### src/hw/rtl/ssrr_pkg.sv
// Shared constants, types and pipeline payloads of the smoothstep remap block
package ssrr_pkg;

  localparam int FRAC_BITS    = 16;
  localparam int SAMPLE_WIDTH = 24;
  localparam int ONE_W        = FRAC_BITS + 1;
  localparam int COEF_W       = FRAC_BITS + 4;

  localparam logic [ONE_W-1:0] ONE_FX = {1'b1, {FRAC_BITS{1'b0}}};

  typedef enum logic {
    CURVE_CUBIC   = 1'b0,
    CURVE_QUINTIC = 1'b1
  } curve_t;

  // Per-item control carried down the whole pipe; lo holds the result on bypass
  typedef struct packed {
    logic                           byp;
    curve_t                         order;
    logic signed [SAMPLE_WIDTH-1:0] lo;
    logic        [SAMPLE_WIDTH-1:0] span;
  } ctl_t;

  typedef struct packed {
    ctl_t                    ctl;
    logic                    full;
    logic [SAMPLE_WIDTH-1:0] rem;
    logic [FRAC_BITS-1:0]    q;
  } div_t;

endpackage

### src/hw/rtl/ssrr_front.sv
// Input stage: bound checks, span and offset, divider set-up
module ssrr_front import ssrr_pkg::*; (
  input  logic                           clk,
  input  logic                           rst,
  input  logic                           item_valid,
  output logic                           item_ready,
  input  logic signed [SAMPLE_WIDTH-1:0] sample,
  input  logic signed [SAMPLE_WIDTH-1:0] lower_bound,
  input  logic signed [SAMPLE_WIDTH-1:0] upper_bound,
  input  curve_t                         order,
  output logic                           dn_valid,
  output div_t                           dn_data,
  input  logic                           dn_ready
);

  logic                         below;
  logic                         above;
  logic                         same;
  logic signed [SAMPLE_WIDTH:0] span_ext;
  logic signed [SAMPLE_WIDTH:0] off_ext;
  logic [SAMPLE_WIDTH-1:0]      span;
  logic [SAMPLE_WIDTH-1:0]      off;
  logic                         load;
  div_t                         item;

  assign below    = sample < lower_bound;
  assign above    = sample > upper_bound;
  assign same     = upper_bound == lower_bound;
  assign span_ext = {upper_bound[SAMPLE_WIDTH-1], upper_bound}
                  - {lower_bound[SAMPLE_WIDTH-1], lower_bound};
  assign off_ext  = {sample[SAMPLE_WIDTH-1], sample}
                  - {lower_bound[SAMPLE_WIDTH-1], lower_bound};
  assign span     = span_ext[SAMPLE_WIDTH-1:0];
  assign off      = off_ext[SAMPLE_WIDTH-1:0];

  always_comb begin
    item.ctl.byp   = below | above | same;
    item.ctl.order = order;
    item.ctl.lo    = above && !below ? upper_bound : lower_bound;
    item.ctl.span  = span;
    // sample on the upper bound gives exactly one
    item.full      = off >= span;
    item.rem       = off;
    item.q         = '0;
  end

  assign load       = !dn_valid || dn_ready;
  assign item_ready = load;

  always_ff @(posedge clk) begin
    if (rst) begin
      dn_valid <= 1'b0;
    end else if (load) begin
      dn_valid <= item_valid;
    end
  end

  always_ff @(posedge clk) begin
    if (load && item_valid) begin
      dn_data <= item;
    end
  end

endmodule

### config.mk
export PLATFORM = sky130hd
export DESIGN_NAME = ssrr_front
export DESIGN_NICKNAME = d
export VERILOG_FILES = /design/src/hw/rtl/ssrr_pkg.sv /design/src/hw/rtl/ssrr_front.sv
export SDC_FILE = /design/constraint.sdc
export NUM_CORES = 1
export LEC_CHECK = 0
export ABC_AREA = 1
export BUFFER_PORTS_ARGS = -buffer_cell sky130_fd_sc_hd__buf_2
export CORE_ASPECT_RATIO = 1.1
export CORE_UTILIZATION = 30
export CTS_CLUSTER_SIZE = 14
export DETAILED_ROUTE_END_ITERATION = 12
export HOLD_SLACK_MARGIN = 0.12
export PLACE_DENSITY = 0.5
export SETUP_SLACK_MARGIN = 0.2
export SKIP_LAST_GASP = 1
export SYNTH_ARGS = -nofsm -noshare
export SYNTH_HDL_FRONTEND = slang
export SYNTH_SLANG_ARGS = --single-unit
### constraint.sdc
create_clock -name clk -period 8.5 [get_ports clk]
set_input_delay 1.7 -clock clk [delete_from_list [all_inputs] [get_ports clk]]
set_output_delay 1.7 -clock clk [all_outputs]
set_load 0.05 [all_outputs]
Word level (Yosys, flattened, before mapping). Index checks and enable logic that the tools add are counted.

Input port bits: 77. Output and inout port bits: 93. Register bits after elaboration: 76. Logic and storage cells: 21.

Equality and inequality tests: 1. Mux-type cells: 1. Reduce and logical (&&, ||, !) cells: 5. Order comparisons: 3. Bitwise logic cells: 2. Add/subtract/negate cells: 2.

Operators with widths (count): subtractor 24 bit (2); == test 24 bit (1); greater-or-equal comparator 24 bit (1); > comparator 24 bit (1); < comparator 24 bit (1); 2-to-1 mux 24 bit (1); logical AND 1 bit (2); zero test 1 bit (2); OR 1 bit (2); logical OR 1 bit (1).

Logic depth before layout (Yosys ltp).
Depth in word-level cells: 4. Mapped depth: 23. Depth with buffers taken out: 23.

Worst setup path before layout. No wires, ideal clock.

Kind: input -> register. Start point: in item_valid. End point: reg dn_data[16] in the netlist's numbering (enable). Cell stages on the path: 2. Path slack: 2.594 ns. Buffers on the path: 0. Library setup time: 0.532 ns. Arrival: 5.374 ns. Data required time: 7.968 ns. Cell sequence: inv_1 > a21oi_1.

Word-level cells in the longest chain between the ends: 1.

Ends and longest elaborated chain: from (decl) (line ssrr_front.sv:5) `input logic item_valid,`; logical AND 1 bit (line ssrr_front.sv:59) `if (load && item_valid) begin`; to (signal assigned) (line ssrr_front.sv:60) `dn_data <= item;`; to (decl) (line ssrr_front.sv:12) `output div_t dn_data,`.

Every way passes these cells. A chain may end at the register's enable or synchronous reset.

==> results.sh <==
export IMPL_synth_warnings=0
export IMPL_r2r_cells=2
export IMPL_arrival_ns=4.74
export IMPL_cts_root_buffer="clkbuf_16"
export IMPL_reg2reg_to="dn_data[48]"
export IMPL_path_clk_slew_ns=0.06
export IMPL_overflow=0
export IMPL_design_area_um2=8250
export IMPL_grt_start_max_net_pins=49
export IMPL_syn_inst=879
export IMPL_power_frac_clock=0.243
export IMPL_cts_buffer_depth=2
export IMPL_holdCritPathClass="reg -> reg"
export IMPL_drc=0
export IMPL_htree_levels=3
export IMPL_p_int_mw=0.910
export IMPL_worst_pin_slew_ns=0.934
export IMPL_ios=170
export IMPL_coreArea_um2=22400
export IMPL_routedWlPerCell_um=15.7
export IMPL_synth_seq_cells=76
export IMPL_setup_viol=0
export IMPL_layout_drive_gt1_share=0.206
export IMPL_fin_tns_setup_ns=0
export IMPL_vias_per_cell=4.55
export IMPL_synth_enable_flop_cells=75
export IMPL_cp_data_required_time_ns=8.57
export IMPL_fill_cells=2457
export IMPL_wl_um=21000
export IMPL_hp_start="dn_valid"
export IMPL_port_buffers=153
export IMPL_finalMaxSlewViolations=0
export IMPL_maxCapViolations=0
export IMPL_area_growth_pct=19.1
export IMPL_place_inst=1320
export IMPL_track_usage=0.182
export IMPL_pwr_share_seq=0.308
export IMPL_grt_pass1_wl_um=32600
export IMPL_ys_seq_area_frac=0.328
export IMPL_dp_hpwl_um=17800
export IMPL_post_synth_top_count_cell="nand2_1"
export IMPL_rsz0062_at_grt="no"
export IMPL_regToRegStartpoint="dn_valid"
export IMPL_holdPathStages=2
export IMPL_cts_sinks=76
export IMPL_ctsHoldBuffers=0
export IMPL_power_per_cell_area_nw_per_um2=195
export IMPL_status="completed"
export IMPL_grt_pass1_vias=6021
export IMPL_ant_nets=0
export IMPL_place_congestion=0.872
export IMPL_hold_viol_final=0
export IMPL_ir_drop_mv=0.0656
export IMPL_slew_headroom=0.376
export IMPL_synth_top_area_frac=0.325
export IMPL_ys_top_cells_by_area="edfxtp_1, ha_1, nand2_1, inv_1, a21oi_1"
export IMPL_endpoint_kind="flop"
export IMPL_p_switching_mw=0.701
export IMPL_multi_input_area_um2=3980
export IMPL_synth_top_cell_by_area="edfxtp_1"
export IMPL_vias=6089
export IMPL_grt_antenna_before_repair=1
export IMPL_syn_avg_cell_area_um2=7.88
export IMPL_start_util=0.309
export IMPL_final_cells=1337
export IMPL_leakage_nw=4.24
export IMPL_fin_crit_ns=4.67
export IMPL_die_height_um=161
export IMPL_cts_resized=0
export IMPL_async_reset_ff_frac=0
export IMPL_die_area_um2=23700
export IMPL_clk_latency_ns=0.35
export IMPL_min_to="dn_valid"
export IMPL_yosysUniqueCellTypes=42
export IMPL_power_mw=1.61
export IMPL_cts_setup_buffers=0
export IMPL_netlist_area_um2=6920
export IMPL_swShare=0.435
export IMPL_regArea_um2=2270
export IMPL_critical_path_class="in -> reg"
export IMPL_cts_tree="yes"
export IMPL_postPlaceCellArea_um2=7950
export IMPL_synthFlopType="edfxtp_1"
export IMPL_max_freq_mhz=214
export IMPL_die_x_um=147
export IMPL_row_count=57
export IMPL_numCtsBuffers=9
export IMPL_cp_max_fo=5
export IMPL_synthTopCellsByCount="nand2_1, inv_1, ha_1, edfxtp_1, a21oi_1"
export IMPL_combPwrFrac=0.449
export IMPL_r2r_slack_ns=6.37
export IMPL_first_pass_iters=5
export IMPL_nets=1209
export IMPL_period_share=0.549
export IMPL_cp_start_kind="primary input"
export IMPL_finClkSkew_ns=0.00902
export IMPL_drtIter0Drc=274
[cells by family after synthesis]
family,synth area share
fa+ha+maj,0.176
flops,0.328
compound gates,0.0938
buf+inv,0.107
other cells,0.000542
simple gates,0.243
xor+xnor,0.0519
[power groups by stage]
stage | clock network (mW) | registers [mW] | logic [mW]
final | 0.391 | 0.497 | 0.723
after global routing | 0.415 | 0.502 | 0.799
after CTS | 0.402 | 0.498 | 0.727
after detailed placement | 0 | 0.505 | 0.726
after global placement | 0 | 0.507 | 0.720
after floorplan | 0 | 0.679 | 0.373
[per-layer routing]
| metal | vias to the layer above | GRT usage | routed length, um |
|---|---|---|---|
| li1 | 3173 | - | - |
| met1 | 2748 | 0.247 | 10200 |
| met2 | 150 | 0.296 | 9560 |
| met3 | 18 | 0.0277 | 816 |
| met4 | 0 | 0.0578 | 391 |
| met5 | - | 0 | 0 |
[registers in the layout, summed over array words and instances, names as in the netlist]
register  flops
dn_data      75
dn_valid      1
[worst max path at each step]
stage                        start  slack [ns]  cells after the start           to
floorplan               item_valid        2.59                      2  dn_data[16]
global placement    lower_bound[1]        3.47                     19  dn_data[40]
detailed placement  lower_bound[1]        3.42                     19  dn_data[40]
CTS                 lower_bound[1]        3.79                     19  dn_data[40]
global route        lower_bound[5]        3.54                     19  dn_data[40]
finish              lower_bound[5]        3.83                     19  dn_data[40]
[cell usage in the layout (no fill, tap or decap), types with 9 or more instances in the layout]
cell       synthesis  final
nor2_1            62     62
xnor2_1           16     16
edfxtp_1          75     75
nand2_2           23     23
buf_2              3    153
xor2_1            25     25
a21oi_1           64     63
conb_1             1     16
clkbuf_16          0      9
nand2_1          207    207
nand4_1           13     13
ha_1              94     94
nand3_1           44     44
o21ai_0           22     22
inv_1            147    147
[stage by stage]
step                      setup slack [ns]  utilization  hold slack (ns)
after floorplan                       2.59            -             1.07
after global placement                3.47        0.355            0.517
after detailed placement              3.42        0.355            0.526
after CTS                             3.79        0.368            0.536
after global routing                  3.54        0.368            0.575
final                                 3.83        0.368            0.530
[critical path, cell delays in order]
cell and delay (ns):
buf_2 0.11, inv_1 0.06, ha_1 0.37, nand2_1 0.13
nor2_1 0.11, nand2_1 0.08, nand2_2 0.14, a21oi_1 0.12
o21ai_0 0.35, nand2_1 0.10, nand2_1 0.09, xor2_1 0.27
ha_1 0.30, a21oi_1 0.15, nor2_1 0.06, a211oi_1 0.17
o21ai_0 0.13, a21oi_1 0.15, o311ai_0 0.14
[area by class of cell]
cell class                 count  share of cell area
tap                          295              0.0448
multi-input combinational    646               0.483
clock inverter                 7             0.00789
antenna                        1            0.000303
sequential                    76               0.276
timing repair buffer         154              0.0938
inverter                     149              0.0678
clock buffer                   9              0.0273
No activity file was read; power rests on OpenSTA's default activity.
