[src/hw/rtl/ssrr_pkg.sv]
// Shared constants, types and pipeline payloads of the smoothstep remap block
package ssrr_pkg;

  localparam int FRAC_BITS    = 16;
  localparam int SAMPLE_WIDTH = 24;
  localparam int ONE_W        = FRAC_BITS + 1;
  localparam int COEF_W       = FRAC_BITS + 4;

  localparam logic [ONE_W-1:0] ONE_FX = {1'b1, {FRAC_BITS{1'b0}}};

  typedef enum logic {
    CURVE_CUBIC   = 1'b0,
    CURVE_QUINTIC = 1'b1
  } curve_t;

  // Per-item control carried down the whole pipe; lo holds the result on bypass
  typedef struct packed {
    logic                           byp;
    curve_t                         order;
    logic signed [SAMPLE_WIDTH-1:0] lo;
    logic        [SAMPLE_WIDTH-1:0] span;
  } ctl_t;

  typedef struct packed {
    ctl_t                    ctl;
    logic                    full;
    logic [SAMPLE_WIDTH-1:0] rem;
    logic [FRAC_BITS-1:0]    q;
  } div_t;

endpackage

[src/hw/rtl/ssrr_scale.sv]
// Rescale the shaped value into the range and drive the result register
module ssrr_scale import ssrr_pkg::*; (
  input  logic                           clk,
  input  logic                           rst,
  input  logic                           up_valid,
  output logic                           up_ready,
  input  ctl_t                           up_ctl,
  input  logic [ONE_W-1:0]               up_s,
  output logic                           result_valid,
  output logic signed [SAMPLE_WIDTH-1:0] remapped,
  input  logic                           result_ready
);

  localparam int P_W = SAMPLE_WIDTH + ONE_W;

  logic [P_W-1:0]          prod;
  ctl_t                    ctl4;
  logic [SAMPLE_WIDTH-1:0] part;
  logic                    v4;
  logic                    load4;
  logic                    load5;
  logic [SAMPLE_WIDTH:0]   sum;

  assign prod = up_ctl.span * up_s;
  assign sum  = {ctl4.lo[SAMPLE_WIDTH-1], ctl4.lo} + {1'b0, part};

  assign load5    = !result_valid || result_ready;
  assign load4    = !v4 || load5;
  assign up_ready = load4;

  always_ff @(posedge clk) begin
    if (rst) begin
      v4           <= 1'b0;
      result_valid <= 1'b0;
    end else begin
      if (load4) v4 <= up_valid;
      if (load5) result_valid <= v4;
    end
  end

  always_ff @(posedge clk) begin
    if (load4 && up_valid) begin
      ctl4 <= up_ctl;
      part <= prod[FRAC_BITS +: SAMPLE_WIDTH];
    end
    // bypass carries its answer in lo
    if (load5 && v4) begin
      remapped <= ctl4.byp ? ctl4.lo : sum[SAMPLE_WIDTH-1:0];
    end
  end

endmodule

[config.mk]
export PLATFORM = sky130hd
export DESIGN_NAME = ssrr_scale
export DESIGN_NICKNAME = d
export VERILOG_FILES = /design/src/hw/rtl/ssrr_pkg.sv /design/src/hw/rtl/ssrr_scale.sv
export SDC_FILE = /design/constraint.sdc
export NUM_CORES = 1
export LEC_CHECK = 0
export BUFFER_PORTS_ARGS = -buffer_cell sky130_fd_sc_hd__buf_4
export CORE_MARGIN = 1.5
export CORE_UTILIZATION = 55
export CTS_CLUSTER_DIAMETER = 120
export DETAILED_ROUTE_END_ITERATION = 7
export PLACE_DENSITY = 0.85
export SLEW_MARGIN = 20
export SYNTH_ARGS = -nofsm -noshare
export SYNTH_HDL_FRONTEND = slang
export SYNTH_SLANG_ARGS = --single-unit
[constraint.sdc]
create_clock -name clk -period 8.57 [get_ports clk]
set_input_delay 1.2855 -clock clk [delete_from_list [all_inputs] [get_ports clk]]
set_output_delay 1.2855 -clock clk [all_outputs]
set_load 0.02 [all_outputs]
## Word-level counts from Yosys, hierarchy flattened

Cells that the tools add are included.

| word-level totals | value |
|---|---|
| register bits | 75 |
| memories kept | 0 |
| input port bits | 71 |
| output and inout port bits | 26 |
| memory bits (read-only) | 0 |
| word-level logic and storage cells | 15 |
| memory bits (writable) | 0 |
| bits in latches | 0 |

| operators by class | value |
|---|---|
| reductions and logical operators | 6 |
| div/mod/pow operators | 0 |
| add/subtract/negate cells | 1 |
| order comparisons | 0 |
| muxes and demuxes | 1 |
| bitwise logic cells | 0 |
| eq/ne operators | 0 |
| shift operators | 0 |
| multipliers | 1 |

Operator list:

| cell | count |
|---|---|
| multiplier 24 x 17 -> 40 bit | 1 |
| adder 24 bit | 1 |
| two-way mux 24 bit | 1 |
| logical AND 1 bit | 2 |
| zero test 1 bit | 2 |
| logical OR 1 bit | 2 |

## Depth between registers and ports, before layout

| logic depth | value |
|---|---|
| depth in word-level cells | 4 |
| gate-level depth with buffers | 23 |
| gate-level depth less buffers | 22 |

## Worst setup path after synthesis

Ideal clock, no wire load.

| timing path | value |
|---|---|
| path kind | input port to flip-flop |
| start | input up_ctl[21] in the netlist's numbering |
| end | register part[19] (data pin) |
| stages | 21 |
| path slack | 1.658 ns |
| buffers on the path | 2 |
| library setup time | 0.260 ns |
| data required time | 8.310 ns |
| data arrival time | 6.652 ns |
| cells stage by stage | clkbuf_1 -> clkbuf_1 -> nand2_1 -> fa_1 -> inv_1 -> fa_1 -> inv_1 -> fa_1 -> inv_1 -> fa_1 -> fa_1 -> fa_1 -> ha_1 -> a21o_1 -> a21o_1 -> a21o_1 -> a31oi_1 -> a211oi_2 -> a21bo_1 -> a21oi_2 -> xnor2_1 |

| between the ends | value |
|---|---|
| word-level cells in the longest chain between the ends | 1 |

RTL lines:

| item | line | text |
|---|---|---|
| start: declaration | ssrr_scale.sv:7 | `input ctl_t up_ctl,` |
| multiplier 24 x 17 -> 40 bit | ssrr_scale.sv:24 | `assign prod = up_ctl.span * up_s;` |
| named net prod[35] | ssrr_scale.sv:16 | `logic [P_W-1:0] prod;` |
| end signal: assignment | ssrr_scale.sv:44 | `part <= prod[FRAC_BITS +: SAMPLE_WIDTH];` |
| end: declaration | ssrr_scale.sv:18 | `logic [SAMPLE_WIDTH-1:0] part;` |

The timed path passes the listed nets, and every way through them passes these cells.
A chain may end at the register's enable or synchronous reset.

## Final worst setup path

| timing path | value |
|---|---|
| start | input up_s[2] |
| end | register part[23] (data pin) |

| between the ends | value |
|---|---|
| word-level cells in the longest chain between the ends | 1 |

RTL lines:

| item | line | text |
|---|---|---|
| start: declaration | ssrr_scale.sv:8 | `input logic [ONE_W-1:0] up_s,` |
| multiplier 24 x 17 -> 40 bit | ssrr_scale.sv:24 |  |
| named net prod[39] | ssrr_scale.sv:16 |  |

The timed path passes the listed nets, and every way through them passes these cells.

==> results by group <==
STA
  • Final Cycle Share: 82.7%
  • Final Hold Viols: 0
  • Final setup fails: 0
  • Min cycle time layout: 7.09 ns
  • Final worst slack: 1.48 ns
  • Worst slew pin tran: 0.665 ns
  • Total negative setup slack: 0 ns
  • Clock Skew: 0.00951 ns
  • Fmax: 0.141 GHz
  • Slew HR: 55.6%
  • RSZ-0062 raised after global routing: no
  • Max Slew Vio Count: 0

Place
  • Placed insts: 2159
  • Placement Setup Slack: 1.21 ns
  • Hpwl dp: 29500 um
  • Port bufs: 95
  • RD Place Congestion: 0.881

Floorplanning
  • Die area: 30500 um^2
  • Io pins: 97
  • # rows: 62
  • Die height: 175 um
  • Die X: 175 um
  • Initial core utilization: 56.1%
  • Core Region: 28900 um^2

Clock network
  • Hold buffers post-CTS: 0
  • Root Buffer: clkbuf_16
  • H-tree depth: 3
  • CTS buffer count: 9
  • Maximum clock path buffer count: 2
  • CTS tree: done
  • Post-CTS Setup Bufs: 0
  • # resized after CTS: 0
  • Clk_lat worst skew: 0.34 ns
  • Clk sink count: 75
  • Clock transition at the registers of the reported paths: 0.06 ns

Global route
  • Gr ovfl total: 0
  • Largest net degree at the start of global routing: 53
  • Gr usage total: 26.0%
  • Initial antenna violation count: 0
  • First-pass GRT wire length: 63000 um
  • Number of global-route vias before repair: 13.4k

Final layout
  • # fillers: 2341
  • Multi-input gate area: 12200 um^2
  • Layout net count: 2316
  • Antenna Cells: 0
  • Post-Route Utilization: 60.5%
  • Share of layout cells above drive strength 1: 7.09%
  • Area grow syn2layout: 7.77%
  • Non-filler cells, final: 2175
  • Seq. cell area: 2230 um^2

Yosys
  • Synth Net Count: 2275
  • Primary FF master, synth: edfxtp_1
  • Largest cells by area after synthesis: fa_1 40%, edfxtp_1 14%, ha_1 10%
  • Synth warn: 0
  • Yosys cell types: 57
  • Syn avg cell area: 9.28 um^2
  • Simple-Gate Fraction of Synth Area: 15.8%
  • Post-synth ARST share: 0%
  • Share of the synthesized area in the top cell type: 40.4%
  • Main combinational cell family by area after synthesis: adder cells
  • EDFF count, synth: 73
  • Register area share after synthesis: 13.8%
  • Mux share of post-synthesis cell area: 0.201%
  • Cell area after synthesis: 16200 um^2
  • Register bit total from synthesis: 75
  • Adder-Cell Fraction of Synth Area: 50.6%
  • Xor and xnor fraction of the mapped netlist area: 2.22%
  • Cell taking the most area after synthesis: fa_1
  • Syn Inst Count: 1745
  • Synth Area in Compound Gates: 6.54%

Setup path
  • Startpoint types: primary input
  • Crit-path cells: buf_4, nand2_1, fa_1, fa_1, fa_1, fa_1, inv_1, fa_1, inv_1, fa_1, inv_1, ha_1, nand2_1, nor3_1, a21o_1, a31o_4, nor3_1, o32ai_1, o221ai_1, xnor2_1
  • Max stage delay on crit path: 0.58 ns
  • Worst setup path class: primary input to flip-flop
  • CP dominant cell by count: fa_1
  • Critical path's top delay family: adder cells
  • CP max stage cell: fa_1
  • Crit path DAT: 7.17 ns
  • Worst setup EP type: flip-flop
  • Worst path buffer plus inverter count: 4
  • WP data required: 8.65 ns
  • Max FO, Critical Path: 24

Drt
  • Routed WL: 37800 um
  • Avg WL per Cell: 17.4 um
  • # DRC: 0
  • Avg Vias per Cell: 5.62
  • Total iterations of the first detailed-routing run: 8
  • Antenna Nets Post-Route: 0
  • Via count: 12.2k
  • Initial DRC Count: 989

Worst hold path
  • HP Class: flip-flop to flip-flop

Outcome
  • Status: finished clean

Flow run
  • Total of max-cap violations: 0
cells in the final DEF, fill, tap and decap left out, types with 4 or more instances in the layout:
master | synthesis | routed
fa_1 | 327 | 327
xnor2_1 | 25 | 25
xor2_1 | 16 | 16
a31oi_1 | 4 | 4
and2_1 | 149 | 148
o31ai_1 | 4 | 4
buf_4 | 0 | 96
clkbuf_16 | 0 | 9
ha_1 | 132 | 132
nand3_1 | 7 | 7
o21a_1 | 6 | 6
o21ai_0 | 33 | 33
a21oi_1 | 45 | 45
edfxtp_1 | 73 | 73
or3_1 | 4 | 4
nor3_1 | 4 | 4
nand4_1 | 5 | 5
o21bai_1 | 4 | 4
nand2_1 | 302 | 302
and3_1 | 10 | 10
inv_1 | 401 | 401
nor2_1 | 32 | 32
nand2b_1 | 9 | 9
nor2b_1 | 11 | 10
a311oi_1 | 5 | 5
a21o_1 | 25 | 25
state kept, by name (all words and copies together), names as in the netlist:
register      cells
part             24
result_valid      1
ctl4             25
v4                1
remapped         24
synthesized netlist by cell type (all sizes together), types with 3 or more instances:
cell type,instances
inv,401
fa,327
nand2,303
and2,149
ha,132
edfxtp,73
clkbuf,66
a21oi,47
o21ai,35
nor2,32
a21o,25
xnor2,25
xor2,16
nor2b,12
and3,10
nand2b,9
nand3,7
o21a,6
a311oi,5
nand4,5
o31ai,5
a21boi,4
a31oi,4
nor3,4
o211ai,4
o21bai,4
or3,4
a211oi,3
nor4b,3
routing by layer:
| metal | track usage, % | up-vias | part of all wire [%] |
|---|---|---|---|
| met5 | 0 | - | 0 |
| met4 | 11.5 | 0 | 3.8 |
| met3 | 4.70 | 146 | 8.3 |
| met2 | 46.1 | 588 | 52 |
| met1 | 31.0 | 6143 | 36 |
| li1 | - | 5342 | - |
path summary, 6_finish.rpt:
path	startpoint	to	slack (ns)	cells after the start
setup / recovery	up_s[2]	part[23]$_DFFE_PP_	1.48	20
hold / removal	v4$_SDFFE_PP0N_	result_valid$_SDFFE_PP0P_	0.52	2
hold reg to reg	v4$_SDFFE_PP0N_	result_valid$_SDFFE_PP0P_	0.52	2
setup reg to reg	ctl4[24]$_DFFE_PP_	remapped[20]$_DFFE_PP_	5.53	11
cell families after synthesis:
| family | after synthesis |
|---|---|
| and+or+nand+nor | 543 |
| buffers and inverters | 467 |
| adders and majority gates | 459 |
| AOI/OAI and AO/OA | 157 |
| DFF | 75 |
| xor gates and xnor gates | 41 |
| muxes | 3 |
worst reg2reg max path: stages (launching register included):
cell and delay (ns):
edfxtp_1 0.36, ha_1 0.19, inv_1 0.06, fa_1 0.40, nor2b_1 0.13, o21ai_0 0.11
a21boi_1 0.33, o211ai_1 0.23, a21oi_1 0.34, o211ai_1 0.22, a211oi_1 0.31, a311oi_1 0.09
final cells by class:
cell class	count	area share, %
Clock buffer	11	1.33
Multi-Input combinational cell	1203	70.0
Timing Repair Buffer	96	4.13
Clock inverter	5	0.358
Sequential cell	75	12.8
Inverter	401	8.62
Tap cell	384	2.75
through the flow:
stage | hold WS [ns] | cell area, um^2
floorplan | 0.478 | 16200
global placement | 0.493 | 17200
detailed placement | 0.500 | 17200
CTS | 0.514 | 17500
global route | 0.556 | 17500
finish | 0.525 | 17500
Power is left out: the tool's default activity adds up to more than one toggle a clock period on the data nets, which glitch-free logic cannot reach.
