File: config.mk
export PLATFORM = sky130hd
export DESIGN_NAME = ssrr_shape
export DESIGN_NICKNAME = d
export VERILOG_FILES = /design/src/hw/rtl/ssrr_pkg.sv /design/src/hw/rtl/ssrr_shape.sv
export SDC_FILE = /design/constraint.sdc
export NUM_CORES = 2
export LEC_CHECK = 0
export BUFFER_PORTS_ARGS = -buffer_cell sky130_fd_sc_hd__buf_2
export CORE_ASPECT_RATIO = 0.9
export CORE_MARGIN = 2
export CORE_UTILIZATION = 65
export CTS_BUF_LIST = sky130_fd_sc_hd__clkbuf_8
export CTS_CLUSTER_DIAMETER = 150
export DETAILED_ROUTE_END_ITERATION = 12
export PLACE_DENSITY = 0.81
export SYNTH_ARGS = -nofsm -noshare
export SYNTH_HDL_FRONTEND = slang
export SYNTH_SLANG_ARGS = --single-unit
File: constraint.sdc
create_clock -name clk -period 14.3 [get_ports clk]
set_input_delay 1.43 -clock clk [delete_from_list [all_inputs] [get_ports clk]]
set_output_delay 1.43 -clock clk [all_outputs]
set_load 0.02 [all_outputs]
File: src/hw/rtl/ssrr_pkg.sv
// Shared constants, types and pipeline payloads of the smoothstep remap block
package ssrr_pkg;

  localparam int FRAC_BITS    = 16;
  localparam int SAMPLE_WIDTH = 24;
  localparam int ONE_W        = FRAC_BITS + 1;
  localparam int COEF_W       = FRAC_BITS + 4;

  localparam logic [ONE_W-1:0] ONE_FX = {1'b1, {FRAC_BITS{1'b0}}};

  typedef enum logic {
    CURVE_CUBIC   = 1'b0,
    CURVE_QUINTIC = 1'b1
  } curve_t;

  // Per-item control carried down the whole pipe; lo holds the result on bypass
  typedef struct packed {
    logic                           byp;
    curve_t                         order;
    logic signed [SAMPLE_WIDTH-1:0] lo;
    logic        [SAMPLE_WIDTH-1:0] span;
  } ctl_t;

  typedef struct packed {
    ctl_t                    ctl;
    logic                    full;
    logic [SAMPLE_WIDTH-1:0] rem;
    logic [FRAC_BITS-1:0]    q;
  } div_t;

endpackage

File: src/hw/rtl/ssrr_shape.sv
// Three multiply stages that evaluate the cubic or quintic curve and clamp it
module ssrr_shape import ssrr_pkg::*; (
  input  logic             clk,
  input  logic             rst,
  input  logic             up_valid,
  output logic             up_ready,
  input  div_t             up_data,
  output logic             dn_valid,
  output ctl_t             dn_ctl,
  output logic [ONE_W-1:0] dn_s,
  input  logic             dn_ready
);

  localparam logic [COEF_W-1:0] THREE_FX   = COEF_W'(3) << FRAC_BITS;
  localparam logic [COEF_W-1:0] TEN_FX     = COEF_W'(10) << FRAC_BITS;
  localparam logic [COEF_W-1:0] FIFTEEN_FX = COEF_W'(15) << FRAC_BITS;
  localparam int T2_W = 2 * ONE_W;
  localparam int XC_W = ONE_W + COEF_W;

  typedef struct packed {
    ctl_t              ctl;
    logic [ONE_W-1:0]  t;
    logic [ONE_W-1:0]  t2;
    logic [COEF_W-1:0] coef;
  } sh1_t;

  typedef struct packed {
    ctl_t              ctl;
    logic [COEF_W-1:0] x;
    logic [COEF_W-1:0] m;
  } sh2_t;

  // stage 1: t, t^2 and the linear coefficient
  logic [ONE_W-1:0]  t;
  logic [T2_W-1:0]   tt;
  logic [COEF_W-1:0] t_ext;
  sh1_t              s1_next;
  sh1_t              s1;
  logic              v1;
  logic              load1;

  assign t     = up_data.full ? ONE_FX : {1'b0, up_data.q};
  assign tt    = t * t;
  assign t_ext = {{(COEF_W-ONE_W){1'b0}}, t};

  always_comb begin
    s1_next.ctl = up_data.ctl;
    s1_next.t   = t;
    s1_next.t2  = tt[FRAC_BITS +: ONE_W];
    case (up_data.ctl.order)
      CURVE_CUBIC:   s1_next.coef = THREE_FX - (t_ext << 1);
      CURVE_QUINTIC: s1_next.coef = FIFTEEN_FX - (t_ext << 2) - (t_ext << 1);
      default:       s1_next.coef = THREE_FX - (t_ext << 1);
    endcase
  end

  // stage 2: cubic finishes here; quintic forms t^3 and t*(15-6t)
  logic [T2_W-1:0] t2t;
  logic [XC_W-1:0] t2c;
  logic [XC_W-1:0] tc;
  sh2_t            s2_next;
  sh2_t            s2;
  logic            v2;
  logic            load2;

  assign t2t = s1.t2 * s1.t;
  assign t2c = s1.t2 * s1.coef;
  assign tc  = s1.t * s1.coef;

  always_comb begin
    s2_next.ctl = s1.ctl;
    s2_next.m   = tc[FRAC_BITS +: COEF_W];
    case (s1.ctl.order)
      CURVE_CUBIC:   s2_next.x = t2c[FRAC_BITS +: COEF_W];
      CURVE_QUINTIC: s2_next.x = {{(COEF_W-ONE_W){1'b0}}, t2t[FRAC_BITS +: ONE_W]};
      default:       s2_next.x = t2c[FRAC_BITS +: COEF_W];
    endcase
  end

  // stage 3: quintic t^3*(10 - m), then limit to one
  logic [COEF_W-1:0]  qcoef;
  logic [XC_W-1:0]    xq;
  logic [XC_W-1:0]    shaped;
  logic [ONE_W-1:0]   s3_next;
  logic               load3;

  assign qcoef = TEN_FX - s2.m;
  assign xq    = s2.x[ONE_W-1:0] * qcoef;

  always_comb begin
    case (s2.ctl.order)
      CURVE_CUBIC:   shaped = {{ONE_W{1'b0}}, s2.x};
      CURVE_QUINTIC: shaped = {{FRAC_BITS{1'b0}}, xq[XC_W-1:FRAC_BITS]};
      default:       shaped = {{ONE_W{1'b0}}, s2.x};
    endcase
    s3_next = shaped > XC_W'(ONE_FX) ? ONE_FX : shaped[ONE_W-1:0];
  end

  assign load3    = !dn_valid || dn_ready;
  assign load2    = !v2 || load3;
  assign load1    = !v1 || load2;
  assign up_ready = load1;

  always_ff @(posedge clk) begin
    if (rst) begin
      v1       <= 1'b0;
      v2       <= 1'b0;
      dn_valid <= 1'b0;
    end else begin
      if (load1) v1 <= up_valid;
      if (load2) v2 <= v1;
      if (load3) dn_valid <= v2;
    end
  end

  always_ff @(posedge clk) begin
    if (load1 && up_valid) s1 <= s1_next;
    if (load2 && v1) s2 <= s2_next;
    if (load3 && v2) begin
      dn_ctl <= s2.ctl;
      dn_s   <= s3_next;
    end
  end

endmodule

# Yosys cells after proc, flatten, opt, wreduce, memory -nomap -nowiden

Index checks and enable logic that the tools add are counted.
Widths: inputs -> output; s select.

Bitwise operators: 3
Muxes and demuxes: 4
$add $sub $neg: 4
Magnitude comparators: 1
$mul: 5
Reduce and logical (&&, ||, !) cells: 9

Operators with widths:

| operator               | number |
|---|---|
| $pmux 20 s2            | 2 |
| $pmux 37 s2            | 1 |
| $mul 17x20->36         | 2 |
| $mul 17x17->33         | 2 |
| $gt 37x17->1 const B   | 1 |
| $mul 17x20->37         | 1 |
| $sub 20x18->20         | 1 |
| $sub 20x19->20 const A | 1 |
| $sub 20x20->20 const A | 1 |
| $sub 18x18->19 const A | 1 |
| $mux 17                | 1 |
| $logic_and 1x1->1      | 3 |
| $logic_not 1->1        | 3 |
| $logic_or 1x1->1       | 3 |
| $not 1->1              | 3 |

Bits of input ports: 95
Logic and storage cells: 47
Flip-flop bits (word level): 264
Output and inout port bits: 69

# Depth between registers and ports, before layout

Depth in word-level cells: 5
Gate-level depth with buffers: 32
Depth with buffers taken out: 30

# Worst setup path before layout

No wires, ideal clock.

Path kind: input port to flip-flop
From: input dn_ready
To: register s2[0] (netlist name), enable pin
Required time: 13.624 ns
Library setup time: 0.676 ns
Cell stages on the path: 2
Buffers on the path: 0
Arrival: 8.049 ns
Slack: 5.575 ns
Path through: nor2b_1 -> a21boi_0

Cells in the longest elaborated chain, start to end: 3

Ends and longest elaborated chain:

| what                   | RTL line          | source |
|---|---|---|
| start: declaration     | ssrr_shape.sv:11  | `input logic dn_ready` |
| $logic_or 1x1->1       | ssrr_shape.sv:99  | `assign load3 = !dn_valid \|\| dn_ready;` |
| $logic_or 1x1->1       | ssrr_shape.sv:100 | `assign load2 = !v2 \|\| load3;` |
| $logic_and 1x1->1      | ssrr_shape.sv:118 | `if (load2 && v1) s2 <= s2_next;` |
| end signal: assignment | ssrr_shape.sv:118 |  |
| end: declaration       | ssrr_shape.sv:62  | `sh2_t s2;` |

Every way passes these cells.
A chain may end at the register's enable or synchronous reset.

# Final worst setup path

From: register s2[8] (netlist name)
To: register dn_s[3] (data pin)

Cells in the longest elaborated chain, start to end: 4

Ends and longest elaborated chain:

| what                   | RTL line          | source |
|---|---|---|
| $sub 20x20->20 *       | ssrr_shape.sv:87  | `assign qcoef = TEN_FX - s2.m;` |
| $mul 17x20->37 *       | ssrr_shape.sv:88  | `assign xq = s2.x[ONE_W-1:0] * qcoef;` |
| $pmux 37 s2 *          | ssrr_shape.sv:91  | `case (s2.ctl.order)` |
| $gt 37x17->1           | ssrr_shape.sv:96  | `s3_next = shaped > XC_W'(ONE_FX) ? ONE_FX : shaped[ONE_W-1:0];` |
| end signal: assignment | ssrr_shape.sv:121 | `dn_s <= s3_next;` |
| end: declaration       | ssrr_shape.sv:10  | `output logic [ONE_W-1:0] dn_s,` |

Every way passes the cells marked *; elsewhere a longest branch is shown, timed or not. The select of a mux whose other input is x is not followed.

==> flow_metrics.env <==
export IMPL_status="finished, final reports clean"
export IMPL_cts_buffer_depth=3
export IMPL_yosys_cell_types_count=83
export IMPL_hold_viol_final=0
export IMPL_drv_cap=0
export IMPL_slew_headroom_pct=20.3
export IMPL_root_buffer="clkbuf_8"
export IMPL_numCtsBuffers=43
export IMPL_postSynthCellCount=5895
export IMPL_yosys_warnings=0
export IMPL_cp_top_family="adder cells"
export IMPL_multi_input_area_um2=42600
export IMPL_avgSynthCellArea_um2=9.62
export IMPL_fmax_ghz=0.105
export IMPL_r2r_slack_ps=4770
export IMPL_grt_pass1_vias=43500
export IMPL_wl_um=132000
export IMPL_finalCriticalPeriod_ps=9530
export IMPL_critPathLaunchType="flip-flop"
export IMPL_die_w_um=315
export IMPL_rsz0062_at_grt="false"
export IMPL_io_buffer_count=139
export IMPL_cts_sinks=262
export IMPL_worstMarginPinSlew_ps=1200
export IMPL_post_drt_via_cell_ratio=5.58
export IMPL_grt_first_pass_wirelength_um=219000
export IMPL_place_inst=7009
export IMPL_via_count=39600
export IMPL_synthTopCellsByCount="1435 x inv_1, 1180 x fa_1, 948 x nand2_1"
export IMPL_synth_top_area_share_pct=41.6
export IMPL_fin_crit_sh_pct=66.7
export IMPL_core_area_um2=86300
export IMPL_dpl_hpwl_um=100000
export IMPL_yosysSeqAreaShare_pct=13.8
export IMPL_tritoncts="done"
export IMPL_ant_nets=0
export IMPL_cts_resized=0
export IMPL_routabilityCongestion=0.899
export IMPL_grt_use_total_pct=30.8
export IMPL_overflow=0
export IMPL_r2r_end="dn_s[3]$_SDFFCE_PN0P_"
export IMPL_critical_path_class="flip-flop to flip-flop"
export IMPL_cp_num_buf_inv=4
export IMPL_min_delay_start="s2[76]$_DFFE_PP_"
export IMPL_drt_iter0_drc=2794
export IMPL_max_stage_delay_ps=760
export IMPL_critPathRequiredTime_ps=14740
export IMPL_clkTransAtPathRegs_ps=80
export IMPL_rows=102
export IMPL_wl_per_cell_um=18.7
export IMPL_path_max_fanout=17
export IMPL_netlist_area_um2=56700
export IMPL_min_path_type="flip-flop to flip-flop"
export IMPL_syn_to_final_growth_pct=4.88
export IMPL_fin_cells=7088
export IMPL_synth_area_leader_cell="fa_1"
export IMPL_die_area_um2=89600
export IMPL_ios=164
export IMPL_drive_above_1_share_pct=5.87
export IMPL_fillers=6375
export IMPL_clkLatencyLatePin_ps=650
export IMPL_reg2regPathDepth=26
export IMPL_initial_utilization_pct=65.7
export IMPL_cts_hold_buf=0
export IMPL_timing_setup_tns_ps=0
export IMPL_async_reset_ff_share_pct=0
export IMPL_seqCellArea_um2=7840
export IMPL_die_h_um=284
export IMPL_r2r_start="s2[8]$_DFFE_PP_"
export IMPL_cts_setup_buffers=0
export IMPL_arrival_ps=9980
export IMPL_fin_skew_ps=71.3
export IMPL_yosys_top_cells_area="fa_1 42%, edfxtp_1 14%, ha_1 12%"
export IMPL_drc=0
export IMPL_slowest_stage="xor2_2"
export IMPL_grt_max_degree=68
export IMPL_nNetsFinal=7750
export IMPL_timing_final_max_slew_violations=0
export IMPL_synth_main_ff_cell="edfxtp_1"
export IMPL_end_kind="flip-flop"
export IMPL_hold_end="dn_ctl[36]$_DFFE_PP_"
export IMPL_antenna_found_initial=1
export IMPL_hold_depth=0
export IMPL_drt_pass1_iter_count=6
export IMPL_htreeDepth=2
export IMPL_ys_seq_elements=262
export IMPL_finalSetupViolCount=0
export IMPL_cpMostUsedCell="fa_1"
export IMPL_synth_edf_count=259
export IMPL_yosysMostFrequentCell="inv_1"
==> worst max path at each step <==
stage                          from               endpoint  slack, ps  cells past startpoint
floorplan                  dn_ready        s2[0]$_DFFE_PP_       5570                      2
global placement    s2[8]$_DFFE_PP_  dn_s[3]$_SDFFCE_PN0P_       5060                     25
detailed placement  s2[8]$_DFFE_PP_  dn_s[3]$_SDFFCE_PN0P_       4820                     26
CTS                 s2[8]$_DFFE_PP_  dn_s[3]$_SDFFCE_PN0P_       4810                     26
global route        s2[0]$_DFFE_PP_  dn_s[3]$_SDFFCE_PN0P_       4260                     27
finish              s2[8]$_DFFE_PP_  dn_s[3]$_SDFFCE_PN0P_       4770                     26
==> logic make-up (layout without fill, tap and decap cells) <==
family          after synthesis  after routing  share of synthesized area [%]
fa+ha+maj                  1745           1745                           54.1
buf+inv                    1711           1737                           11.4
simple gates               1698           1698                           14.4
compound gates              312            312                           3.67
flops                       262            262                           13.8
xor+xnor                    148            148                           2.29
mux                          17             17                          0.322
other cells                   2             25                         0.0132
==> area by class of cell <==
cell class / instances / share of cell area [%]
Clock buffer: 47 / 1.09
Sequential cell: 262 / 13.2
Tap cell: 1144 / 2.41
Multi-Input combinational cell: 3944 / 71.6
Inverter: 1436 / 9.06
Clock inverter: 31 / 0.437
Timing Repair Buffer: 223 / 2.23
Antenna cell: 1 / 0.00421
==> worst register-to-register path, stage by stage, from the launching register on <==
cell and delay, ps:
edfxtp_1 450, or4_1 640, nor3_1 440, nand2_1 190, xor2_2 760, nand2_1 200, fa_1 550, fa_1 470
fa_1 540, inv_1 50, fa_1 450, fa_1 520, inv_1 50, fa_1 470, inv_1 40, ha_1 370
nand2_1 90, and2_1 180, o21ai_1 390, inv_2 110, o31ai_4 430, a311oi_4 200, o21ai_0 230, xor2_1 90
mux2i_1 670, a31oi_2 350, a2111oi_2 430
==> stage by stage <==
step                worst slack (ps)  hold slack (ps)  cell area (um2)  util, %
global placement                5060              400            58600     67.9
CTS                             4810              387            59500     69.0
detailed placement              4820              405            58600     67.9
floorplan                       5570              400            56800        -
finish                          4770              384            59500     69.0
global route                    4260              391            59500     69.0
==> routing by layer <==
metal  up-vias  GRT usage (%)  part of all wire [%]
met1     20000           40.1                    39
met2      1747           52.1                    49
li1      17500              -                     -
met4         0           10.2                   3.2
met5         -              0                     0
met3       338           5.81                   9.2
==> flip-flops by register name, summed over array words and instances, names as in the netlist <==
name,count
dn_s,17
dn_ctl,50
dn_valid,1
s1,102
v1,1
s2,90
v2,1
==> cell usage in the layout (no fill, tap or decap), drive strengths merged, types with 9 or more instances in the layout <==
cell	Yosys	final
nand2b	15	15
fa	1180	1180
buf	4	223
edfxtp	259	259
nor3	35	35
nand4	13	13
clkbuf	271	47
o21a	19	19
mux2i	13	13
conb	2	24
inv	1436	1455
nor4	9	9
ha	565	565
nor2	65	65
a21oi	108	108
a31oi	19	19
nand3	28	28
and2	493	493
xor2	45	45
nor2b	24	24
o21ai	53	53
and3	22	22
a21o	39	39
xnor2	103	103
or3	11	11
nand2	948	948
a211oi	16	16
Power is not shown: default switching activity piles up to over one toggle a cycle in this logic, so the estimate is an artifact.
