<file path="config.mk">
export PLATFORM = sky130hd
export DESIGN_NAME = ssrr_div_stage
export DESIGN_NICKNAME = d
export VERILOG_FILES = /design/src/hw/rtl/ssrr_pkg.sv /design/src/hw/rtl/ssrr_div_stage.sv
export SDC_FILE = /design/constraint.sdc
export NUM_CORES = 1
export LEC_CHECK = 0
export BUFFER_PORTS_ARGS = -buffer_cell sky130_fd_sc_hd__buf_2
export CELL_PAD_IN_SITES_DETAIL_PLACEMENT = 0
export CELL_PAD_IN_SITES_GLOBAL_PLACEMENT = 1
export CORE_ASPECT_RATIO = 0.7
export CORE_MARGIN = 3
export CORE_UTILIZATION = 35
export DETAILED_ROUTE_END_ITERATION = 10
export PLACE_DENSITY = 0.85
export SYNTH_ARGS = -nofsm -noshare
export SYNTH_HDL_FRONTEND = slang
export SYNTH_SLANG_ARGS = --single-unit
</file>
<file path="constraint.sdc">
create_clock -name clk -period 7.4 [get_ports clk]
set_input_delay 0.37 -clock clk [delete_from_list [all_inputs] [get_ports clk]]
set_output_delay 0.37 -clock clk [all_outputs]
set_load 0.02 [all_outputs]
</file>
<file path="src/hw/rtl/ssrr_pkg.sv">
// Shared constants, types and pipeline payloads of the smoothstep remap block
package ssrr_pkg;

  localparam int FRAC_BITS    = 16;
  localparam int SAMPLE_WIDTH = 24;
  localparam int ONE_W        = FRAC_BITS + 1;
  localparam int COEF_W       = FRAC_BITS + 4;

  localparam logic [ONE_W-1:0] ONE_FX = {1'b1, {FRAC_BITS{1'b0}}};

  typedef enum logic {
    CURVE_CUBIC   = 1'b0,
    CURVE_QUINTIC = 1'b1
  } curve_t;

  // Per-item control carried down the whole pipe; lo holds the result on bypass
  typedef struct packed {
    logic                           byp;
    curve_t                         order;
    logic signed [SAMPLE_WIDTH-1:0] lo;
    logic        [SAMPLE_WIDTH-1:0] span;
  } ctl_t;

  typedef struct packed {
    ctl_t                    ctl;
    logic                    full;
    logic [SAMPLE_WIDTH-1:0] rem;
    logic [FRAC_BITS-1:0]    q;
  } div_t;

endpackage

</file>
<file path="src/hw/rtl/ssrr_div_stage.sv">
// One quotient bit of the pipelined restoring divider
module ssrr_div_stage import ssrr_pkg::*; (
  input  logic clk,
  input  logic rst,
  input  logic up_valid,
  output logic up_ready,
  input  div_t up_data,
  output logic dn_valid,
  output div_t dn_data,
  input  logic dn_ready
);

  logic [SAMPLE_WIDTH:0] shifted;
  logic [SAMPLE_WIDTH:0] diff;
  logic                  take;
  logic                  load;
  div_t                  nxt;

  assign shifted = {up_data.rem, 1'b0};
  assign diff    = shifted - {1'b0, up_data.ctl.span};
  assign take    = shifted >= {1'b0, up_data.ctl.span};

  always_comb begin
    nxt = up_data;
    if (!up_data.full && !up_data.ctl.byp) begin
      nxt.rem = take ? diff[SAMPLE_WIDTH-1:0] : shifted[SAMPLE_WIDTH-1:0];
      nxt.q   = {up_data.q[FRAC_BITS-2:0], take};
    end
  end

  assign load     = !dn_valid || dn_ready;
  assign up_ready = load;

  always_ff @(posedge clk) begin
    if (rst) begin
      dn_valid <= 1'b0;
    end else if (load) begin
      dn_valid <= up_valid;
    end
  end

  always_ff @(posedge clk) begin
    if (load && up_valid) begin
      dn_data <= nxt;
    end
  end

endmodule

</file>
## Word-level counts from Yosys, hierarchy flattened

Cells that the tools add are included.

| word-level totals | value |
|---|---|
| register bits after elaboration | 92 |
| word-level logic and storage cells | 18 |
| output and inout port bits | 93 |

| cells by class | value |
|---|---|
| order comparisons | 1 |
| reductions and logical operators | 6 |
| mux-type cells | 2 |
| $add $sub $neg | 1 |

Operators by type and width:

| kind | count |
|---|---|
| 40-bit 2-to-1 mux | 1 |
| 25-bit by 24-bit greater-or-equal comparator with 1-bit output | 1 |
| 24-bit 2-to-1 mux | 1 |
| 24-bit subtractor | 1 |
| 1-bit logical NOT | 3 |
| 1-bit logical AND | 2 |
| 1-bit logical OR | 1 |

## Longest topological paths before layout

Gate-level depths: netlist of run 1.

| depth | value |
|---|---|
| word-level depth | 3 |
| mapped depth | 13 |
| depth with buffers taken out | 10 |

## Least setup slack after synthesis of run 1

No wires, ideal clock.

| path | value |
|---|---|
| path kind | input port to flip-flop |
| from | input port dn_ready |
| to | register dn_data[0] (netlist bit) (enable) |
| setup slack | 4.158 ns |
| arrival | 2.782 ns |
| library setup time | 0.460 ns |
| cell stages on the path | 2 |
| required time | 6.940 ns |
| path buffers | 0 |
| cell sequence | nand2b_1 -> and2_1 |

| between the ends | value |
|---|---|
| word-level cells in the longest chain between the ends | 2 |

RTL lines:

| item | RTL line | text |
|---|---|---|
| from (decl) | ssrr_div_stage.sv:10 | `input logic dn_ready` |
| 1-bit logical OR | ssrr_div_stage.sv:31 | `assign load = !dn_valid \|\| dn_ready;` |
| 1-bit logical AND | ssrr_div_stage.sv:43 | `if (load && up_valid) begin` |
| to (signal assigned) | ssrr_div_stage.sv:44 | `dn_data <= nxt;` |
| to (decl) | ssrr_div_stage.sv:9 | `output div_t dn_data,` |

Every way passes these cells.
A chain may end at the register's enable or synchronous reset.

==> results.toml, run 1 <==
[grt]
grt_pass1_wl_um = 20000
grt_use_met3 = 0.05071
use_met1 = 0.2186
grt_max_degree = 92
overflow = 0
grt.busiest_layer = "met2"
use_met2 = 0.2574
first_global_vias = 3764
antenna_found_initial = 0
grt_usage = 0.1613

[outcome]
status = "completed"

[setup_path]
worstPathRequired_ns = 7.46
cp_top_family = "compound AO/OA/AOI/OAI gates"
r2r_cells = 3
crit_start = "up_data[42]"
slowest_stage = "o311ai_1"
critical_path.cell_chain = "buf_2, inv_1, ha_1, nor2b_1, o31a_1, o21a_1, o311ai_1, a211o_1, a21o_1, buf_4, mux2i_1, o21ai_1"
crit_type = "input port to register"
max_stage_delay_ns = 0.42
r2r_slack_ns = 5.54
cp-start-kind = "input port"
end_kind = "register"
rr_startpoint = "dn_valid"
arrival_ns = 3.23
cp.buffers_inverters = 3
critPathMaxFanout = 17
worstReg2RegEnd = "dn_data[43]"

[route]
num_vias = 3950
routed_wl_um = 12750
first_pass_iters = 5
drc = 0
drt-initial-drc-count = 243
ant_nets = 0
vias_per_cell = 4.776
post_drt_wl_per_cell_um = 15.42

[logic_synthesis]
ys_top_cells_by_count = "96 x nand2_1, 91 x edfxtp_1, 32 x inv_1, 24 x ha_1, 22 x a21oi_1"
async_reset_ff_frac = 0
synth_edf_count = 91
synth.top_cells.by_area = "edfxtp_1 55%, nand2_1 7.3%, ha_1 6.1%, mux2i_1 3.7%, inv_1 2.4%"
yosysSeqAreaShare = 0.5587
synthCells = 453
syn_nets = 573
yosysMostFrequentCell = "nand2_1"
netlist_area_mm2 = 0.004927
synth_cell_type_count = 56
yosys.area.top_type = "edfxtp_1"
synth.top_cell.area_share = 0.5546
syn_area_per_cell_um2 = 10.88
synth-main-ff-cell = "edfxtp_1"
ys_warn_count = 0
ys_seq_elements = 92

[place]
place_hpwl_um = 9884
port_buffers = 187
place.gp.congestion = 0.8471
place_inst = 811

[clocking]
clock_latency_ns = 0.34
clock_path_buffers = 2
cts_tree = "yes"
numCtsBuffers = 9
cts_resized = 0
clk_pin_slew_ns = 0.07
cts_max_level = 3
post_cts_buffers = 0
cts.sinks = 92
clock-root-buffer = "clkbuf_16"
holdBufCountCts = 0

[flow_run]
maxCapViolCount = 0

[min_path]
holdPathEnd = "dn_valid"
min_path_type = "input port to register"
min_path_cells = 2
hold_start = "rst"

[floorplan]
core_area_mm2 = 0.01344
row_count = 35
io_pins = 188
die_w_um = 147.8
start_util = 0.3665
die_y_um = 105.3
die_area_mm2 = 0.01556

[timing]
finalSetupViolCount = 0
rsz0062_at_grt = "no"
period_needed_ns = 3.173
max_freq_ghz = 0.3152
worst_slew_pin_slew_ns = 1.153
period_share = 0.4288
finalMaxSlewViolations = 0
clock-skew-final_ns = 0.005513
setup_tns_ns = 0
maxSlewHeadroom = 0.2314
hold_viol = 0

[power_and_ir_drop]
p_per_area_mw_per_mm2 = 218.8
leakage_nw = 2.879
ir_drop_mv = 0.1102

[finish]
n_fill_cell = 1289
syn2layout_area_growth_pct = 28.26
diodes = 0
layout.cells.non_filler = 827
drive_gt1_frac = 0.3349
nNetsFinal = 757
sequential cells by signal, indices dropped and copies added (netlist names):
| register | flops |
|---|---|
| dn_data | 91 |
| dn_valid | 1 |
worst register-to-register path, stage by stage, from the launching register on:
cell and delay, ns:
dfxtp_1 0.31, nand2b_1 0.11, and2_4 0.15, buf_4 0.86
final cells by class:
class,instances,area (um^2),area share
Tap cell,185,231.5,0.03663
Inverter,32,120.1,0.01901
Clock inverter,7,67.56,0.01069
Sequential cell,92,2753,0.4356
Clock buffer,9,225.2,0.03564
Multi-Input combinational cell,312,1964,0.3108
Timing Repair Buffer,190,958.4,0.1517
stage by stage:
stage               hold WS, ns    util  total power [W]  cell area, um^2  setup slack [ns]
floorplan                0.4391       -        0.0008463             4927             4.158
global placement         0.4993  0.4483        0.0009387             6027             4.025
detailed placement       0.5258  0.4483        0.0009444             6027             3.857
CTS                      0.1568  0.4701         0.001401             6320             4.236
global route             0.1653  0.4701         0.001455             6320             4.012
finish                   0.1721  0.4701         0.001383             6320             4.227
cell usage in the layout, fill, tap and decap left out, drive strengths merged, types with 2 or more instances in the layout:
cell / count
mux2i: 18
edfxtp: 91
o311a: 2
a31oi: 3
o21a: 3
buf: 190
nor3: 5
ha: 24
clkbuf: 9
a211o: 3
a211oi: 3
clkinv: 3
inv: 36
or2: 2
nand2b: 5
o31ai: 2
a21oi: 25
and2: 2
nand2: 96
a21boi: 2
o211ai: 4
o31a: 3
nand3: 10
and3: 3
a2111oi: 2
xor2: 6
nor2b: 5
xnor2: 11
a21o: 7
nor2: 17
nand4: 3
o21ai: 31
cell families after synthesis:
kind of cell    after synthesis  synth area share
compound gates               99            0.1293
xor+xnor                     17           0.03022
fa+ha+maj                    25           0.06501
buf+inv                      49           0.04368
flops                        92            0.5587
mux                          18           0.03657
simple gates                153            0.1366
worst max path at each step:
stage / to / slack [ns] / cells past startpoint
global route: dn_data[19] / 4.01 / 12
detailed placement: dn_data[22] / 3.86 / 12
global placement: dn_data[29] / 4.03 / 12
floorplan: dn_data[0] / 4.16 / 2
finish: dn_data[19] / 4.23 / 12
CTS: dn_data[21] / 4.24 / 12
metal layers:
metal  up-vias  part of all wire
li1       2002                 -
met1      1786              0.45
met2       153              0.45
met3         9             0.090
met4         0            0.0075
met5         -                 0
power breakdown:
group / internal (W) / total, W / leakage [nW] / switching, W
clock: 0.000237 / 0.000452 / 0.145 / 0.000215
combinational: 0.000116 / 0.000306 / 1.84 / 0.000190
sequential: 0.000617 / 0.000626 / 0.892 / 0.00000830
No activity file was read; power rests on OpenSTA's default activity.
==> inputs of run 2 (changes only) <==
- CORE_UTILIZATION: 35 -> 34
- PLACE_DENSITY: 0.85 -> 0.86
- clock period: 7.4 -> 2.6 ns (I/O delays scaled with it)
==> run 2 against run 1 <==
Total power rose to 2.9 times the previous value. Combinational power rose to 3.3 times the previous value. Hold slack got worse by 0.12 ns. Via count rose by 9.3%. Largest power group unchanged. Critical path depth fell by 1. Register-to-register slack got worse by 4.6 ns. Routed wire length rose by 10%. Design area rose by 13%. Clock power rose to 2.8 times the previous value. Largest cell class unchanged.
==> results.toml, run 2 (same netlist as run 1, synthesis figures left out) <==
[power_and_ir_drop]
finalPower_w = 0.004078
p_per_area_mw_per_mm2 = 573.2
leakage_nw = 3.262
ir_drop_mv = 0.2955

[timing]
period_needed_ns = 2.471
setup_tns_ns = 0
finalSetupViolCount = 0
hold_slack_ns = 0.05272
clock-skew-final_ns = 0.005180
maxSlewHeadroom = 0.4535
hold_viol = 0
period_share = 0.9504
worst_slew_pin_slew_ns = 0.8189
finalMaxSlewViolations = 0
max_freq_ghz = 0.4047
rsz0062_at_grt = "no"

[grt]
overflow = 0
grt_max_degree = 45
antenna_found_initial = 1
first_global_vias = 4274
grt_pass1_wl_um = 21480
grt_usage = 0.1729

[setup_path]
critical_path.cell_chain = "dlygate4sd3_1, buf_2, inv_1, ha_1, a21o_1, a211oi_1, o311a_1, a21o_1, buf_6, mux2i_1, o21ai_1"
arrival_ns = 2.54
cp-start-kind = "input port"
critPathMaxFanout = 10
crit_type = "input port to register"
end_kind = "register"
r2r_cells = 3
worstPathRequired_ns = 2.67
worstReg2RegEnd = "dn_data[43]"
max_stage_delay_ns = 0.52
slowest_stage = "dlygate4sd3_1"
crit_top_cell = "a21o_1"
r2r_slack_ns = 0.96
rr_startpoint = "dn_valid"

[route]
first_pass_iters = 5
post_drt_wl_per_cell_um = 15.33
vias_per_cell = 4.715
ant_nets = 0
drt-initial-drc-count = 200
drc = 0
routed_wl_um = 14040
num_vias = 4319

[place]
place_inst = 848
place.gp.congestion = 0.8345
place_hpwl_um = 10620
place_area_mm2 = 0.006286
port_buffers = 187

[floorplan]
start_util = 0.3506
core_area_mm2 = 0.01405
io_pins = 188
die_w_um = 149.9
die_area_mm2 = 0.01600
die_y_um = 106.7
row_count = 36

[finish]
reg.largest.list = "dn_data (91), dn_valid (1)"
design_area_mm2 = 0.007114
final_cell_mix = "187 x buf_2, 95 x nand2_1, 91 x edfxtp_1, 51 x dlygate4sd3_1, 34 x buf_4"
drive_gt1_frac = 0.3457
layout.cells.non_filler = 916
mostFrequentLayoutCell = "buf_2"
top_register = "dn_data"
largest_reg_flops = 91
n_fill_cell = 1300
diodes = 0
nNetsFinal = 841
syn2layout_area_growth_pct = 44.39

[clocking]
clock_latency_ns = 0.35
clock-root-buffer = "clkbuf_16"
clock_path_buffers = 2
cts_max_level = 3
clk_pin_slew_ns = 0.07
cts_tree = "yes"
numCtsBuffers = 9
cts.sinks = 92

[min_path]
hold_start = "up_data[7]"
min_path_type = "input port to register"
holdPathEnd = "dn_data[8]"
min_path_cells = 3

[outcome]
status = "completed"

[flow_run]
maxCapViolCount = 0
run 2: layer usage:
metal  track usage  vias up  part of all wire
li1              -     2165                 -
met1        0.2171     1997              0.45
met2        0.2920      143              0.46
met3       0.05323       12             0.074
met4       0.04243        2             0.011
met5             0        -           0.00085
run 2: worst max path at each step:
stage | slack [ns] | from | depth (start not counted) | to
after detailed placement | -0.14 | up_data[17] | 10 | dn_data[32]
final | 0.13 | up_data[63] | 11 | dn_data[29]
after CTS | 0.05 | up_data[59] | 12 | dn_data[36]
after global routing | 0.0002 | up_data[58] | 12 | dn_data[38]
after floorplan | 0.16 | up_data[43] | 10 | dn_data[32]
after global placement | -0.1 | up_data[17] | 10 | dn_data[32]
run 2: timing repair:
action | in CTS | in global routing
hold endpoints to repair | 50 | 0
setup buffers | 0 | 1
hold buffers | 51 | 0
gates resized for setup | 0 | 4
endpoints found under the setup margin | 0 | 13
run 2: critical path, delay by kind of cell:
family	cells	cell delay, ns
adder cells (fa/ha/maj)	1	0.35
AO/OA/AOI/OAI	5	0.98
buffers and inverters	4	0.86
multiplexers	1	0.21
run 2: report_power, final:
part / internal (W) / total (W) / switching [W]
Sequential: 0.00176 / 0.00178 / 0.0000257
Combinational: 0.000441 / 0.00102 / 0.000574
Clock: 0.000673 / 0.00128 / 0.000608
Total: 0.00287 / 0.00408 / 0.00121
run 2: stage by stage:
stage / utilization / worst slack [ns]
final: 0.5062 / 0.1289
after global routing: 0.5062 / 0.0001501
after CTS: 0.5045 / 0.04996
after floorplan: - / 0.1619
after detailed placement: 0.4473 / -0.1379
after global placement: 0.4473 / -0.09610
run 2: cell type report:
| type | count | area [um^2] | share of cell area |
|---|---|---|---|
| clock inverters | 7 | 67.56 | 0.009497 |
| well taps | 190 | 237.7 | 0.03342 |
| multi-input cells | 312 | 1978 | 0.2781 |
| repair buffers | 274 | 1733 | 0.2436 |
| clock buffers | 9 | 225.2 | 0.03166 |
| inverters | 32 | 120.1 | 0.01688 |
| flip-flops and latches | 92 | 2753 | 0.3869 |
==> inputs of run 3 (changes only) <==
==> constraint.sdc (replaced) <==
create_clock -name clk -period 2.6 [get_ports clk]
set_input_delay 0.78 -clock clk [delete_from_list [all_inputs] [get_ports clk]]
set_output_delay 0.78 -clock clk [all_outputs]
set_load 0.02 [all_outputs]
==> run 3 against run 2 <==
The run now ends with negative setup slack left. Non-clock buffer count is 23 higher. Clock-buffer cell count stayed put. Critical path depth is the same. Worst setup slack worse by 0.35 ns. Hold slack improved by 0.46 ns. Via count grew 1.9%. Global-route usage grew 0.18 points. Combinational power grew 23%. Total power increased by 8.3%. Routed wire length is 2.0% higher. Utilization is 4.4 points higher.
==> results.toml, run 3 (same netlist as run 1, synthesis figures left out) <==
[power_and_ir_drop]
p_int_w = 0.003114
pwr-share-clk = 0.314
p_seq_frac = 0.403
p_per_area_mw_per_mm2 = 570.5
combPwrFrac = 0.283
p_sw_w = 0.001300
leakage_nw = 3.513
p_sw_frac = 0.2945
ir_drop_mv = 0.3108

[floorplan]
io_pins = 188
row_count = 36
die_w_um = 149.9
die_y_um = 106.7
die_area_mm2 = 0.01600
core_area_mm2 = 0.01405
start_util = 0.3506

[clocking]
clock_path_buffers = 2
cts_tree = "yes"
holdBufCountCts = 0
clock-root-buffer = "clkbuf_16"
cts_max_level = 3
cts.sinks = 92
clk_pin_slew_ns = 0.07
numCtsBuffers = 9
clock_latency_ns = 0.35

[route]
drt-initial-drc-count = 301
ant_nets = 0
vias_per_cell = 4.685
drc = 0
post_drt_wl_per_cell_um = 15.25
first_pass_iters = 4
num_vias = 4399
routed_wl_um = 14320

[flow_run]
maxCapViolCount = 0

[timing]
maxSlewHeadroom = 0.6042
hold_viol = 0
worst_slew_pin_slew_ns = 0.5922
period_needed_ns = 2.820
max_freq_ghz = 0.3547
finalSetupViolCount = 24
period_share = 1.084
clock-skew-final_ns = 0.004339
setup_tns_ns = -3.809
finalMaxSlewViolations = 0
rsz0062_at_grt = "yes"
hold_slack_ns = 0.5175
layout_setup_ws_ns = -0.2197

[setup_path]
crit_top_cell = "o31a_1"
cp.buffers_inverters = 2
worstSetupEndpoint = "dn_data[32]"
slowest_stage = "or4b_1"
cp-start-kind = "input port"
r2r_cells = 3
critical_path.cell_chain = "buf_8, inv_4, ha_4, nor2b_4, o31a_1, o31a_1, or4b_1, a31o_1, a21oi_2, xor2_1, o21ai_1"
rr_startpoint = "dn_valid"
cp.depth = 11
r2r_slack_ns = 1.21
critPathMaxFanout = 3
cp_top_family = "compound AO/OA/AOI/OAI gates"
crit_type = "input port to register"
worstPathRequired_ns = 2.70
end_kind = "register"
max_stage_delay_ns = 0.52
crit_start = "up_data[43]"
arrival_ns = 2.92
worstReg2RegEnd = "dn_data[29]"

[grt]
grt_pass1_wl_um = 22200
grt_max_degree = 42
overflow = 0
grt_usage = 0.1747
antenna_found_initial = 0
first_global_vias = 4478

[place]
place_area_mm2 = 0.007013
place.gp.congestion = 0.8858
port_buffers = 187
place_hpwl_um = 10970

[finish]
mostFrequentLayoutCell = "buf_2"
nNetsFinal = 864
drive_gt1_frac = 0.5033
multi_input_area_mm2 = 0.002355
largest_reg_flops = 91
design_area_mm2 = 0.007739
final_cell_mix = "179 x buf_2, 102 x buf_4, 92 x nand2_1, 91 x edfxtp_1, 22 x inv_1"
syn2layout_area_growth_pct = 57.06
ff_latch_area_mm2 = 0.002753
reg.largest.list = "dn_data (91), dn_valid (1)"
diodes = 0
top_register = "dn_data"
n_fill_cell = 1287

[outcome]
status = "finished with violations"
violations = "negative setup slack"

[min_path]
min_path_type = "register to register"
[run 3: changes by cell type in the layout (fill, tap and decap cells not counted), moves of 4 or more]
| cell | delta |
|---|---|
| a21oi_1 | -4 |
| buf_12 | +4 |
| buf_2 | -8 |
| buf_4 | +68 |
| buf_6 | +5 |
| dlygate4sd3_1 | -51 |
| ha_1 | -15 |
| ha_4 | +14 |
| inv_1 | -10 |
| inv_2 | +6 |
| nand3_1 | -5 |
| nand3_2 | +5 |
[run 3: per-layer routing]
metal  global-route usage  share of wire  up-vias
met5                    0              0        -
met4              0.03264         0.0064        0
met3              0.05872          0.084        8
met2               0.2856           0.46      143
met1               0.2284           0.45     2036
li1                     -              -     2212
[run 3: cell type report]
| type | count | share of cell area |
|---|---|---|
| clock buffer | 9 | 0.02910 |
| clock inverter | 7 | 0.01180 |
| inverter | 32 | 0.01940 |
| multi-input combinational | 312 | 0.3043 |
| sequential | 92 | 0.3557 |
| tap | 190 | 0.03072 |
| timing repair buffer | 297 | 0.2490 |
[run 3: worst min path at each step]
stage | cells after the start | slack (ns) | end | startpoint
6_report | 2 | 0.52 | dn_valid | dn_valid
5_1_grt | 2 | 0.55 | dn_valid | rst
4_1_cts | 2 | 0.52 | dn_valid | dn_valid
3_5_place_dp | 2 | 0.51 | dn_valid | dn_valid
3_3_place_gp | 2 | 0.49 | dn_valid | dn_valid
2_1_floorplan | 2 | 0.74 | dn_valid | dn_valid
[run 3: timing repair]
action | in CTS | in global routing
endpoints found under the setup margin | 25 | 25
pin swaps | 16 | 10
setup buffers | 5 | 4
resized for setup | 39 | 26
endpoints found under the hold margin | 0 | 0
gates cloned | 1 | 1
[run 3: power by group through the flow]
stage | clock [W] | combinational (W) | sequential [W]
after global routing | 0.00149 | 0.00136 | 0.00179
final | 0.00139 | 0.00125 | 0.00178
after global placement | 0 | 0.00109 | 0.00181
after detailed placement | 0 | 0.00111 | 0.00181
after CTS | 0.00143 | 0.00119 | 0.00178
after floorplan | 0 | 0.000502 | 0.00194
[run 3: worst register-to-register path, stage by stage, from the launching register on]
cell	delay, ns
dfxtp_1	0.31
nand2b_1	0.10
and2_4	0.34
buf_12	0.29
[run 3: stage by stage]
step,instances,utilization,total power (W),setup slack (ns)
CTS,935,0.5383,0.004397,-0.1934
floorplan,453,-,0.002446,-0.3800
finish,939,0.5507,0.004415,-0.2197
detailed placement,913,0.4990,0.002924,-0.7477
global route,939,0.5507,0.004631,-0.3190
global placement,913,0.4990,0.002899,-0.6345
